--- src/rtl/lpps_pkg.sv ---
package lpps_pkg;

  // Register file
  localparam int CFG_ADDR_W = 5;
  localparam logic [2:0] REG_GAIN_P    = 3'd0;
  localparam logic [2:0] REG_GAIN_I    = 3'd1;
  localparam logic [2:0] REG_GAIN_D    = 3'd2;
  localparam logic [2:0] REG_BASE_DUTY = 3'd3;
  localparam logic [2:0] REG_MIN_DUTY  = 3'd4;
  localparam logic [2:0] REG_MAX_DUTY  = 3'd5;

  // Raw reading thresholds: mapped value above 700 means raw <= 1228,
  // exactly 700 means raw in 1229..1232, below 700 means raw >= 1233.
  localparam logic [11:0] RAW_ON_MAX   = 12'd1228;
  localparam logic [11:0] RAW_HOLD_MAX = 12'd1232;

  localparam logic signed [15:0] LOST_ERROR  = 16'sd6400;
  localparam logic signed [15:0] INTEG_LIMIT = 16'sd7680;

  localparam int ACC_W = 38;

  typedef struct packed {
    logic [15:0] gain_p;
    logic [15:0] gain_i;
    logic [15:0] gain_d;
    logic [6:0]  base_duty;
    logic [6:0]  min_duty;
    logic [6:0]  max_duty;
  } cfg_t;

  typedef enum logic [1:0] {
    MUL_P = 2'd0,
    MUL_I = 2'd1,
    MUL_D = 2'd2
  } mul_sel_t;

  typedef struct packed {
    logic     load_in;
    logic     calc_err;
    logic     mul_en;
    logic     mul_first;
    mul_sel_t mul_sel;
    logic     duty_en;
    logic     duty_right;
    logic     out_load;
  } dp_cmd_t;

  typedef struct packed {
    logic out_full;
  } dp_status_t;

  // round(m * 2560 / n) for m = 0..9, n = 1..5; ties cannot occur
  function automatic logic [14:0] err_mag(input logic [3:0] m, input logic [2:0] n);
    logic [14:0] mm;
    logic [14:0] r;
    mm = {11'd0, m};
    r  = '0;
    case (n)
      3'd1: r = (mm << 11) + (mm << 9);
      3'd2: r = (mm << 10) + (mm << 8);
      3'd4: r = (mm << 9) + (mm << 7);
      3'd5: r = mm << 9;
      3'd3: begin
        case (m)
          4'd1: r = 15'd853;
          4'd2: r = 15'd1707;
          4'd3: r = 15'd2560;
          4'd4: r = 15'd3413;
          4'd5: r = 15'd4267;
          4'd6: r = 15'd5120;
          4'd7: r = 15'd5973;
          4'd8: r = 15'd6827;
          4'd9: r = 15'd7680;
          default: r = '0;
        endcase
      end
      default: r = '0;
    endcase
    return r;
  endfunction

endpackage

--- src/rtl/line_position_pid_steering.sv ---
// Channel   Dir  Payload (low bit up)
// s_*       in   sensor_0, sensor_1, sensor_2, sensor_3, sensor_4 (12 b each)
// m_*       out  left_duty, right_duty, line_error (15 b each)
// apb       in   gain_p, gain_i, gain_d, base_duty, min_duty, max_duty at 4*i
//
// One item walks the sequencer through its steps: flags on transfer, the
// position error, the P, I and D products on the single gain multiplier,
// left then right duty clamp, then loading the output register, which
// raises output valid.
// Input ready rises in the same cycle as output valid; the next input is taken even if the result still waits.
// A full output register stalls the sequencer in its last step only.
// Synchronous reset restores register defaults and clears error history.
module line_position_pid_steering
  import lpps_pkg::*;
(
  input  logic                  clk,
  input  logic                  rst,
  input  logic                  s_tvalid,
  output logic                  s_tready,
  // sensor_0 [11:0], sensor_1 [23:12], sensor_2 [35:24], sensor_3 [47:36],
  // sensor_4 [59:48], zero [63:60]
  input  logic [63:0]           s_tdata,
  output logic                  m_tvalid,
  input  logic                  m_tready,
  // left_duty [14:0], right_duty [29:15], line_error [44:30], zero [47:45]
  output logic [47:0]           m_tdata,
  input  logic                  psel,
  input  logic                  penable,
  input  logic                  pwrite,
  input  logic [CFG_ADDR_W-1:0] paddr,
  input  logic [31:0]           pwdata,
  output logic [31:0]           prdata,
  output logic                  pready
);

  cfg_t             cfg;
  dp_cmd_t          cmd;
  dp_status_t       status;
  logic [4:0][11:0] sensor;

  assign sensor = s_tdata[59:0];

  lpps_cfg u_cfg (
    .clk     (clk),
    .rst     (rst),
    .psel    (psel),
    .penable (penable),
    .pwrite  (pwrite),
    .paddr   (paddr),
    .pwdata  (pwdata),
    .prdata  (prdata),
    .pready  (pready),
    .cfg     (cfg)
  );

  lpps_ctrl u_ctrl (
    .clk      (clk),
    .rst      (rst),
    .s_tvalid (s_tvalid),
    .m_tready (m_tready),
    .status   (status),
    .s_tready (s_tready),
    .cmd      (cmd)
  );

  lpps_dp u_dp (
    .clk      (clk),
    .rst      (rst),
    .cfg      (cfg),
    .cmd      (cmd),
    .sensor   (sensor),
    .m_tready (m_tready),
    .status   (status),
    .m_tvalid (m_tvalid),
    .m_tdata  (m_tdata)
  );

endmodule

--- src/rtl/lpps_cfg.sv ---
module lpps_cfg
  import lpps_pkg::*;
(
  input  logic                  clk,
  input  logic                  rst,
  input  logic                  psel,
  input  logic                  penable,
  input  logic                  pwrite,
  input  logic [CFG_ADDR_W-1:0] paddr,
  input  logic [31:0]           pwdata,
  output logic [31:0]           prdata,
  output logic                  pready,
  output cfg_t                  cfg
);

  logic [2:0] idx;
  logic       wr;

  assign idx    = paddr[CFG_ADDR_W-1:2];
  assign pready = 1'b1;
  assign wr     = psel & penable & pwrite;

  // Register writes
  always_ff @(posedge clk) begin
    if (rst) begin
      cfg.gain_p    <= 16'd256;
      cfg.gain_i    <= 16'd0;
      cfg.gain_d    <= 16'd0;
      cfg.base_duty <= 7'd68;
      cfg.min_duty  <= 7'd55;
      cfg.max_duty  <= 7'd81;
    end else if (wr) begin
      case (idx)
        REG_GAIN_P:    cfg.gain_p    <= pwdata[15:0];
        REG_GAIN_I:    cfg.gain_i    <= pwdata[15:0];
        REG_GAIN_D:    cfg.gain_d    <= pwdata[15:0];
        REG_BASE_DUTY: cfg.base_duty <= pwdata[6:0];
        REG_MIN_DUTY:  cfg.min_duty  <= pwdata[6:0];
        REG_MAX_DUTY:  cfg.max_duty  <= pwdata[6:0];
        default: ;
      endcase
    end
  end

  // Read mux
  always_comb begin
    case (idx)
      REG_GAIN_P:    prdata = {16'd0, cfg.gain_p};
      REG_GAIN_I:    prdata = {16'd0, cfg.gain_i};
      REG_GAIN_D:    prdata = {16'd0, cfg.gain_d};
      REG_BASE_DUTY: prdata = {25'd0, cfg.base_duty};
      REG_MIN_DUTY:  prdata = {25'd0, cfg.min_duty};
      REG_MAX_DUTY:  prdata = {25'd0, cfg.max_duty};
      default:       prdata = '0;
    endcase
  end

endmodule

--- src/rtl/lpps_ctrl.sv ---
module lpps_ctrl
  import lpps_pkg::*;
(
  input  logic       clk,
  input  logic       rst,
  input  logic       s_tvalid,
  input  logic       m_tready,
  input  dp_status_t status,
  output logic       s_tready,
  output dp_cmd_t    cmd
);

  typedef enum logic [7:0] {
    ST_IDLE   = 8'b0000_0001,
    ST_ERR    = 8'b0000_0010,
    ST_MUL_P  = 8'b0000_0100,
    ST_MUL_I  = 8'b0000_1000,
    ST_MUL_D  = 8'b0001_0000,
    ST_DUTY_L = 8'b0010_0000,
    ST_DUTY_R = 8'b0100_0000,
    ST_DONE   = 8'b1000_0000
  } state_t;

  state_t state, state_next;
  logic   out_free;

  assign out_free = !status.out_full || m_tready;
  assign s_tready = (state == ST_IDLE);

  always_ff @(posedge clk) begin
    if (rst) begin
      state <= ST_IDLE;
    end else begin
      state <= state_next;
    end
  end

  // Sequencing and commands
  always_comb begin
    state_next     = state;
    cmd            = '0;
    cmd.mul_sel    = MUL_P;
    case (state)
      ST_IDLE: begin
        if (s_tvalid) begin
          cmd.load_in = 1'b1;
          state_next  = ST_ERR;
        end
      end
      ST_ERR: begin
        cmd.calc_err = 1'b1;
        state_next   = ST_MUL_P;
      end
      ST_MUL_P: begin
        cmd.mul_en    = 1'b1;
        cmd.mul_first = 1'b1;
        cmd.mul_sel   = MUL_P;
        state_next    = ST_MUL_I;
      end
      ST_MUL_I: begin
        cmd.mul_en  = 1'b1;
        cmd.mul_sel = MUL_I;
        state_next  = ST_MUL_D;
      end
      ST_MUL_D: begin
        cmd.mul_en  = 1'b1;
        cmd.mul_sel = MUL_D;
        state_next  = ST_DUTY_L;
      end
      ST_DUTY_L: begin
        cmd.duty_en = 1'b1;
        state_next  = ST_DUTY_R;
      end
      ST_DUTY_R: begin
        cmd.duty_en    = 1'b1;
        cmd.duty_right = 1'b1;
        state_next     = ST_DONE;
      end
      ST_DONE: begin
        if (out_free) begin
          cmd.out_load = 1'b1;
          state_next   = ST_IDLE;
        end
      end
      default: state_next = ST_IDLE;
    endcase
  end

endmodule

--- src/rtl/lpps_dp.sv ---
module lpps_dp
  import lpps_pkg::*;
(
  input  logic             clk,
  input  logic             rst,
  input  cfg_t             cfg,
  input  dp_cmd_t          cmd,
  input  logic [4:0][11:0] sensor,
  input  logic             m_tready,
  output dp_status_t       status,
  output logic             m_tvalid,
  output logic [47:0]      m_tdata
);

  // Item registers
  logic [4:0]             flags;
  logic signed [15:0]     err_r;
  logic signed [16:0]     diff_r;
  logic signed [13:0]     integ_r;
  logic signed [ACC_W-1:0] acc;
  logic [14:0]            left_r;
  logic [14:0]            right_r;

  // Loop state
  logic signed [15:0]     last_error;
  logic signed [13:0]     error_integral;

  // On-line flag chain over the raw readings
  logic [4:0] flags_d;
  always_comb begin
    logic f;
    f = 1'b0;
    for (int i = 0; i < 5; i++) begin
      if (sensor[i] <= RAW_ON_MAX) begin
        f = 1'b1;
      end else if (sensor[i] > RAW_HOLD_MAX) begin
        f = 1'b0;
      end
      flags_d[i] = f;
    end
  end

  always_ff @(posedge clk) begin
    if (cmd.load_in) begin
      flags <= flags_d;
    end
  end

  // Position error, difference and clamped integral
  logic [2:0]         cnt;
  logic signed [4:0]  wsum;
  logic signed [4:0]  wm1;
  logic [3:0]         mag_idx;
  logic [14:0]        mag;
  logic signed [15:0] err_d;
  logic signed [16:0] diff_d;
  logic signed [15:0] isum;
  logic signed [15:0] integ_d;

  always_comb begin
    cnt = 3'(flags[0]) + 3'(flags[1]) + 3'(flags[2]) + 3'(flags[3]) + 3'(flags[4]);
    wsum = (flags[0] ? -5'sd5 : 5'sd0) + (flags[1] ? -5'sd3 : 5'sd0)
         + (flags[2] ? 5'sd1 : 5'sd0) + (flags[3] ? 5'sd3 : 5'sd0)
         + (flags[4] ? 5'sd5 : 5'sd0);
    wm1     = wsum - 5'sd1;
    mag_idx = wm1[4] ? 4'(-wm1) : wm1[3:0];
    mag     = err_mag(mag_idx, cnt);
    if (cnt == 3'd0) begin
      err_d = (last_error > 16'sd0) ? LOST_ERROR : -LOST_ERROR;
    end else if (wm1[4]) begin
      err_d = -$signed({1'b0, mag});
    end else begin
      err_d = $signed({1'b0, mag});
    end
    diff_d = 17'(err_d) - 17'(last_error);
    isum   = 16'(error_integral) + err_d;
    if (isum > INTEG_LIMIT) begin
      integ_d = INTEG_LIMIT;
    end else if (isum < -INTEG_LIMIT) begin
      integ_d = -INTEG_LIMIT;
    end else begin
      integ_d = isum;
    end
  end

  always_ff @(posedge clk) begin
    if (cmd.calc_err) begin
      err_r   <= err_d;
      diff_r  <= diff_d;
      integ_r <= integ_d[13:0];
    end
  end

  always_ff @(posedge clk) begin
    if (rst) begin
      last_error     <= '0;
      error_integral <= '0;
    end else if (cmd.calc_err) begin
      last_error     <= err_d;
      error_integral <= integ_d[13:0];
    end
  end

  // Shared multiply-accumulate: gain times term, one term per cycle
  logic [15:0]        mul_gain;
  logic signed [16:0] mul_term;
  logic signed [33:0] prod;

  always_comb begin
    case (cmd.mul_sel)
      MUL_P: begin
        mul_gain = cfg.gain_p;
        mul_term = 17'(err_r);
      end
      MUL_I: begin
        mul_gain = cfg.gain_i;
        mul_term = 17'(integ_r);
      end
      MUL_D: begin
        mul_gain = cfg.gain_d;
        mul_term = diff_r;
      end
      default: begin
        mul_gain = '0;
        mul_term = '0;
      end
    endcase
    prod = $signed({1'b0, mul_gain}) * mul_term;
  end

  always_ff @(posedge clk) begin
    if (cmd.mul_en) begin
      acc <= (cmd.mul_first ? '0 : acc) + ACC_W'(prod);
    end
  end

  // Duty clamp and rounding to Q.8, left then right
  logic signed [ACC_W-1:0] base16;
  logic signed [ACC_W-1:0] lo16;
  logic signed [ACC_W-1:0] hi16;
  logic signed [ACC_W-1:0] dsum;
  logic signed [ACC_W-1:0] dlo;
  logic signed [ACC_W-1:0] dclamp;
  logic [23:0]             drnd;
  logic [14:0]             duty;

  always_comb begin
    base16 = $signed({{(ACC_W-23){1'b0}}, cfg.base_duty, 16'd0});
    lo16   = $signed({{(ACC_W-23){1'b0}}, cfg.min_duty, 16'd0});
    hi16   = $signed({{(ACC_W-23){1'b0}}, cfg.max_duty, 16'd0});
    dsum   = cmd.duty_right ? (base16 - acc) : (base16 + acc);
    dlo    = (dsum < lo16) ? lo16 : dsum;
    dclamp = (dlo > hi16) ? hi16 : dlo;
    drnd   = {1'b0, dclamp[22:0]} + 24'd128;
    duty   = drnd[22:8];
  end

  always_ff @(posedge clk) begin
    if (cmd.duty_en) begin
      if (cmd.duty_right) begin
        right_r <= duty;
      end else begin
        left_r <= duty;
      end
    end
  end

  // Output register
  always_ff @(posedge clk) begin
    if (cmd.out_load) begin
      m_tdata <= {3'd0, err_r[14:0], right_r, left_r};
    end
  end

  always_ff @(posedge clk) begin
    if (rst) begin
      m_tvalid <= 1'b0;
    end else if (cmd.out_load) begin
      m_tvalid <= 1'b1;
    end else if (m_tready) begin
      m_tvalid <= 1'b0;
    end
  end

  assign status.out_full = m_tvalid;

endmodule

--- config.mk ---
export PLATFORM = sky130hd
export DESIGN_NAME = line_position_pid_steering
export DESIGN_NICKNAME = d
export VERILOG_FILES = /design/src/rtl/lpps_pkg.sv /design/src/rtl/line_position_pid_steering.sv /design/src/rtl/lpps_cfg.sv /design/src/rtl/lpps_ctrl.sv /design/src/rtl/lpps_dp.sv
export SDC_FILE = /design/constraint.sdc
export NUM_CORES = 1
export LEC_CHECK = 0
export BUFFER_PORTS_ARGS = -buffer_cell sky130_fd_sc_hd__buf_2
export CORE_MARGIN = 2
export CORE_UTILIZATION = 55
export DETAILED_ROUTE_END_ITERATION = 16
export GPL_ROUTABILITY_DRIVEN = 1
export GPL_TIMING_DRIVEN = 0
export HOLD_SLACK_MARGIN = 0.02
export PLACE_DENSITY = 0.75
export SLEW_MARGIN = 10
export SYNTH_ARGS = -nofsm -noshare
export SYNTH_HDL_FRONTEND = slang
export SYNTH_SLANG_ARGS = --single-unit
--- constraint.sdc ---
create_clock -name clk -period 9.1 [get_ports clk]
set_input_delay 0.91 -clock clk [delete_from_list [all_inputs] [get_ports clk]]
set_output_delay 0.91 -clock clk [all_outputs]
set_load 0.03 [all_outputs]
==> flow_summary_export.csv, run 1 <==
group,metric,value,unit
setup_path,path_common_cell,"fa_1",
run_status,outcome,"complete, but fails checks",
power,p_leak,14.4,nW
sta,period_minus_slack,9450,ps
die,core_area,48700,sq um
global_route,grt_pass1_vias,24600,
sta,grt_setup_unrepaired,"yes",
route,wl_per_cell,21.0,um
logic_synthesis,yosysWarnings,0,
layout,drive_gt1_share,18.8,%
setup_path,critPathKind,"register to register",
setup_path,cpPeakStageDelay,520,ps
route,firstDrtPassIters,7,
sta,layout_setup_ws,-349,ps
global_route,grt_usage,33.3,%
die,die_w,226,um
global_route,grt_pass1_wl,132000,um
logic_synthesis,synth-edff-count,161,
min_path,hold_depth,0,
clocking,cts_hold_buf,0,
layout,final_common_cell,"inv_1",
global_route,antenna_found_initial,13,
sta,skew,48.3,ps
layout,stdcell_count,4136,
sta,fmax,106,MHz
clocking,cts.path.max_buffers,3,
logic_synthesis,postSynth.asyncResetShare,0,%
route,postRouteAntennaNets,0,
logic_synthesis,syn_inst,3098,
clocking,root_buffer,"clkbuf_16",
placement,placed_cell_area,29000,sq um
sta,setup_viol,8,
setup_path,r2r_setup_slack,-350,ps
clocking,clkTransAtPathRegs,60,ps
logic_synthesis,syn-cell-area,27000,sq um
global_route,busiest_layer,"met2",
sta,slew_viol_final,0,
layout,fillers,3770,
logic_synthesis,synthMuxAreaShare,1.78,%
die,die-area,50900,sq um
setup_path,required,9450,ps
min_path,min_to,"u_dp.m_tdata[28]$_DFFE_PP_",
placement,dp_hpwl,65800,um
logic_synthesis,synth_ff_type,"edfxtp_1",
layout,area_delta_synth_final,20.9,%
setup_path,critPathMaxFanout,7,
sta,finalHoldViolations,0,
power,powerDensity,212,nW/um^2
placement,placed_cells,3936,
sta,fin_crit_sh,104,%
route,drtIter0Drc,2086,
logic_synthesis,synth-simple-area-share,17.5,%
die,num_rows,81,
setup_path,rr_endpoint,"u_dp.acc[37]$_DFFE_PP_",
route,vias,24700,
clocking,clock_latency,600,ps
setup_path,worstReg2RegStart,"u_ctrl.state[4]$_SDFFE_PP0P_",
logic_synthesis,avgSynthCellArea,8.72,sq um
clocking,clkSinkCount,267,
clocking,cts-buffers-inserted,29,
run_status,violations,"negative setup slack",
logic_synthesis,synth_top_family_by_area,"adder cells",
power,ir_drop,0.000395,V
setup_path,slowest_stage,"fa_1",
setup_path,arrival,9800,ps
sta,worstMarginPinSlew,962,ps
setup_path,r2r_cells,43,
route,routed_via_density,5.98,
route,wl,86800,um
global_route,met2_usage,56.1,%
placement,port_buffers,146,
logic_synthesis,yosysSeqAreaShare,25.7,%
global_route,grt_max_degree,31,
layout,final_area,32700,sq um
die,io_pins,191,
logic_synthesis,synth_compound_area_share,15.4,%
clocking,tritoncts,"built",
layout,final_cell_mix,"383 x inv_1, 359 x nor2_1, 335 x nand2_1",
min_path,hold_path_class,"register to register",
placement,globalplace.congestion,0.966,
setup_path,cp-end-kind,"register",
flow_run,max_cap_violations,0,
logic_synthesis,yosys.cell_types.count,92,
min_path,worstHoldStart,"u_dp.right_r[13]$_DFFE_PP_",
layout,fin_nets,4021,
global_route,gr-usage-met3,6.18,%
die,initial_utilization,55.4,%
global_route,grt_overflow_total,0,
logic_synthesis,synth_xor_area_share,4.31,%
logic_synthesis,synthAdderAreaFrac,27.6,%
logic_synthesis,synth-seq-cells,267,
die,die-height,226,um
sta,max_slew_margin,35.4,%
setup_path,cp-start-kind,"register",
clocking,htreeDepth,1,
global_route,grt_use_met1,41.5,%
route,drc,0,
sta,holdWs,415,ps
through the flow:
step | worst slack [ps] | TNS (ps) | power, mW | utilization (%)
final | -349 | -1380 | 6.92 | 67.0
after global routing | -664 | -3920 | 7.33 | 67.0
after CTS | -216 | -455 | 6.63 | 65.5
after detailed placement | -2450 | -41390 | 5.21 | 59.5
after global placement | -2330 | -46860 | 5.08 | 59.2
after floorplan | 14.5 | 0 | 4.26 | -
worst max-delay path: cells and delay by family (launching register included):
| family | cells | cell delay [ps] |
|---|---|---|
| XOR/XNOR | 2 | 280 |
| AND/OR/NAND/NOR | 11 | 1590 |
| adder cells (fa/ha/maj) | 8 | 3560 |
| AO/OA/AOI/OAI | 13 | 2290 |
| buffers and inverters | 9 | 1090 |
| flip-flops | 1 | 360 |
kinds of logic (layout without fill, tap and decap cells):
family | count (synthesis) | in the layout
buf+inv | 525 | 878
other cells | 2 | 23
flops | 267 | 267
fa+ha+maj | 465 | 465
xor+xnor | 133 | 133
compound gates | 623 | 623
simple gates | 1039 | 1039
mux | 44 | 44
synthesized netlist by cell type, types with 37 or more instances:
master / count / area [sq um]
inv_1: 397 / 1490
nor2_1: 375 / 1410
nand2_1: 340 / 1280
ha_1: 247 / 3090
fa_1: 218 / 4360
a21oi_1: 211 / 1060
edfxtp_1: 161 / 4830
dfxtp_1: 106 / 2120
clkbuf_1: 91 / 342
o21ai_0: 90 / 450
xnor2_1: 84 / 736
and2_1: 75 / 469
xor2_1: 49 / 429
a21o_1: 39 / 293
nor3_1: 37 / 185
where the power goes:
part / internal [mW] / switching, mW / total, mW
Sequential: 1.49 / 0.0276 / 1.51
Combinational: 1.58 / 2.60 / 4.18
Clock: 0.716 / 0.517 / 1.23
final cells by class:
cell class                      instances  area [sq um]  area share, %
Sequential cell                       267          6970           21.3
Buffer                                116           788           2.41
Timing Repair Buffer                  308          2210           6.77
Antenna cell                            3          7.51         0.0230
Multi-Input combinational cell       2324         19400           59.3
Tap cell                              664           831           2.54
Inverter                              402          1520           4.64
Clock buffer                           34           764           2.34
Clock inverter                         18           215          0.659
layer usage:
layer,vias up,wire (um)
met5,-,88
met4,16,4290
met3,307,7890
met2,1210,40800
met1,12000,33700
li1,11200,-
worst max-delay path by stage:
stage | start | to | slack [ps] | cells after the start
after floorplan | u_ctrl.state[1]$_SDFFE_PP0P_ | u_dp.acc[37]$_DFFE_PP_ | 10 | 41
after global placement | u_ctrl.state[5]$_SDFFE_PP0P_ | u_dp.acc[37]$_DFFE_PP_ | -2330 | 41
after detailed placement | u_ctrl.state[5]$_SDFFE_PP0P_ | u_dp.acc[37]$_DFFE_PP_ | -2450 | 39
after CTS | u_ctrl.state[4]$_SDFFE_PP0P_ | u_dp.acc[37]$_DFFE_PP_ | -220 | 42
after global routing | u_ctrl.state[4]$_SDFFE_PP0P_ | u_dp.acc[37]$_DFFE_PP_ | -660 | 43
final | u_ctrl.state[4]$_SDFFE_PP0P_ | u_dp.acc[37]$_DFFE_PP_ | -350 | 43
registers in the layout (all words and copies together), names as in the netlist, 5 cells and up:
register	cells
u_dp.m_tdata	43
u_dp.last_error	14
u_dp.err_r	14
u_ctrl.state	8
u_dp.error_integral	14
u_dp.diff_r	17
u_cfg.cfg	69
u_dp.integ_r	14
u_dp.right_r	15
u_dp.acc	38
u_dp.flags	5
u_dp.left_r	15
timing repair:
action	CTS	global route
endpoints found under the setup margin	56	53
resized for setup	220	93
buffers inserted	109	46
pin swaps	92	93
cloned	0	2
No activity file was read; power rests on OpenSTA's default activity.
==> inputs of run 2 (changes only) <==
- PLACE_DENSITY: 0.75 -> 0.72
- clock period: 9.1 -> 10.3 ns (I/O delays scaled with it)
==> run 2 against run 1 <==
Effect of this change: the run now ends clean; non-clock buffer count is 111 lower; critical path type unchanged; critical endpoint is now u_dp.acc[34]$_DFFE_PP_; setup slack better by 760 ps; global-route usage is 1.7 points lower; final cell count is 2.6% lower; worst hold slack worse by 4.4 ps.
==> flow_summary_export.csv, run 2 (synthesis results as in run 1) <==
group,metric,value,unit
layout,final_cell_mix,"396 x inv_1, 371 x nor2_1, 338 x nand2_1",
route,wl_per_cell,20.1,um
setup_path,critPathKind,"register to register",
die,die-height,226,um
min_path,hold_path_class,"register to register",
placement,globalplace.congestion,0.962,
power,internal_power,3.13,mW
clocking,clkTransAtPathRegs,70,ps
setup_path,required,10660,ps
setup_path,arrival,10240,ps
die,die_w,226,um
setup_path,cp_num_buf_inv,6,
sta,setup_tns,0,ps
layout,largest_reg_flops,69,
setup_path,critPathMaxFanout,10,
run_status,outcome,"finished, final reports clean",
power,power_frac_seq,23.1,%
route,firstDrtPassIters,6,
setup_path,cp-start-kind,"register",
sta,fin_crit_sh,96.0,%
global_route,grt_pass1_wl,125000,um
die,die-area,50900,sq um
route,postRouteAntennaNets,0,
sta,finalHoldViolations,0,
sta,skew,57.2,ps
placement,port_buffers,146,
setup_path,cpPeakStageDelay,620,ps
clocking,htreeDepth,1,
route,drc,0,
route,wl,81000,um
global_route,antenna_found_initial,11,
global_route,grt_max_degree,34,
clocking,cts_hold_buf,0,
layout,largestRegisters,"u_cfg.cfg (69), u_dp.m_tdata (43), u_dp.acc (38)",
sta,worstMarginPinSlew,1210,ps
clocking,cts-buffers-inserted,30,
clocking,clkSinkCount,267,
setup_path,slowest_stage,"o41ai_1",
sta,period_minus_slack,9880,ps
setup_path,cp-end-kind,"register",
clocking,root_buffer,"clkbuf_16",
die,core_area,48700,sq um
route,drtIter0Drc,1874,
die,num_rows,81,
power,ir_drop,0.000343,V
power,power_frac_comb,57.8,%
route,vias,23800,
layout,regMostFlops,"u_cfg.cfg",
setup_path,path_common_cell,"fa_1",
sta,max_slew_margin,18.7,%
global_route,grt_overflow_total,0,
flow_run,max_cap_violations,0,
sta,setup_viol,0,
layout,drive_gt1_share,12.3,%
sta,slew_viol_final,0,
layout,fin_nets,3911,
global_route,grt_pass1_vias,23400,
power,clock_power_share,19.1,%
clocking,cts.path.max_buffers,3,
clocking,tritoncts,"built",
power,swShare,45.8,%
power,p_leak,13.5,nW
setup_path,cp_top_family,"adder cells",
power,powerDensity,189,nW/um^2
placement,dp_hpwl,64800,um
layout,fin_util,62.7,%
global_route,grt_usage,31.6,%
route,routed_via_density,5.91,
layout,area_delta_synth_final,13.2,%
layout,final_common_cell,"inv_1",
die,initial_utilization,55.4,%
die,io_pins,191,
power,power.switching,2.64,mW
sta,fmax,101,MHz
clocking,clock_latency,620,ps
[run 2: final cells by class]
class	instances	area, sq um
flip-flops and latches	267	6960
plain buffers	117	626
repair buffers	196	1140
well taps	664	831
clock inverters	26	272
fillers	4090	18200
multi-input cells	2324	18500
diodes	2	5.00
clock buffers	30	751
inverters	402	1510
[run 2: final timing paths]
kind	end	from	cells after the start	slack [ps]
max reg2reg	u_dp.acc[34]$_DFFE_PP_	u_ctrl.state[0]$_SDFFE_PP1P_	35	420
min reg2reg	u_dp.m_tdata[20]$_DFFE_PP_	u_dp.right_r[5]$_DFFE_PP_	0	410
min	u_dp.m_tdata[20]$_DFFE_PP_	u_dp.right_r[5]$_DFFE_PP_	0	410
max	u_dp.acc[34]$_DFFE_PP_	u_ctrl.state[0]$_SDFFE_PP1P_	35	420
[run 2: power by group through the flow]
stage               registers, mW  logic [mW]  clock network, mW
global route                 1.34        3.67               1.15
floorplan                    1.35        2.41                  0
detailed placement           1.35        3.21                  0
global placement             1.35        3.12                  0
CTS                          1.33        3.25               1.11
finish                       1.33        3.33               1.10
[run 2: per-layer routing]
metal	GRT usage [%]	share of wire, %	up-vias
li1	-	-	11000
met1	40.6	40	11500
met2	53.4	47	1055
met3	5.31	8.7	198
met4	12.0	3.8	16
met5	0	0.13	-
[run 2: repair_timing]
action                                 in CTS  in global routing
buffers inserted                            7                 21
gates resized for setup                    59                 67
endpoints found under the hold margin       0                  0
pin swaps                                   6                 12
setup endpoints to repair                  23                 15
[run 2: through the flow]
stage / cell area (sq um) / setup slack (ps) / hold WS (ps) / power [mW] / std cells
floorplan: 27100 / 406 / 400 / 3.76 / 3116
global placement: 28700 / -2550 / 402 / 4.47 / 3926
detailed placement: 29000 / -2300 / 405 / 4.57 / 3948
CTS: 30300 / 0.0826 / 413 / 5.69 / 4008
global route: 30600 / -30.9 / 422 / 6.16 / 4026
finish: 30600 / 415 / 411 / 5.77 / 4028
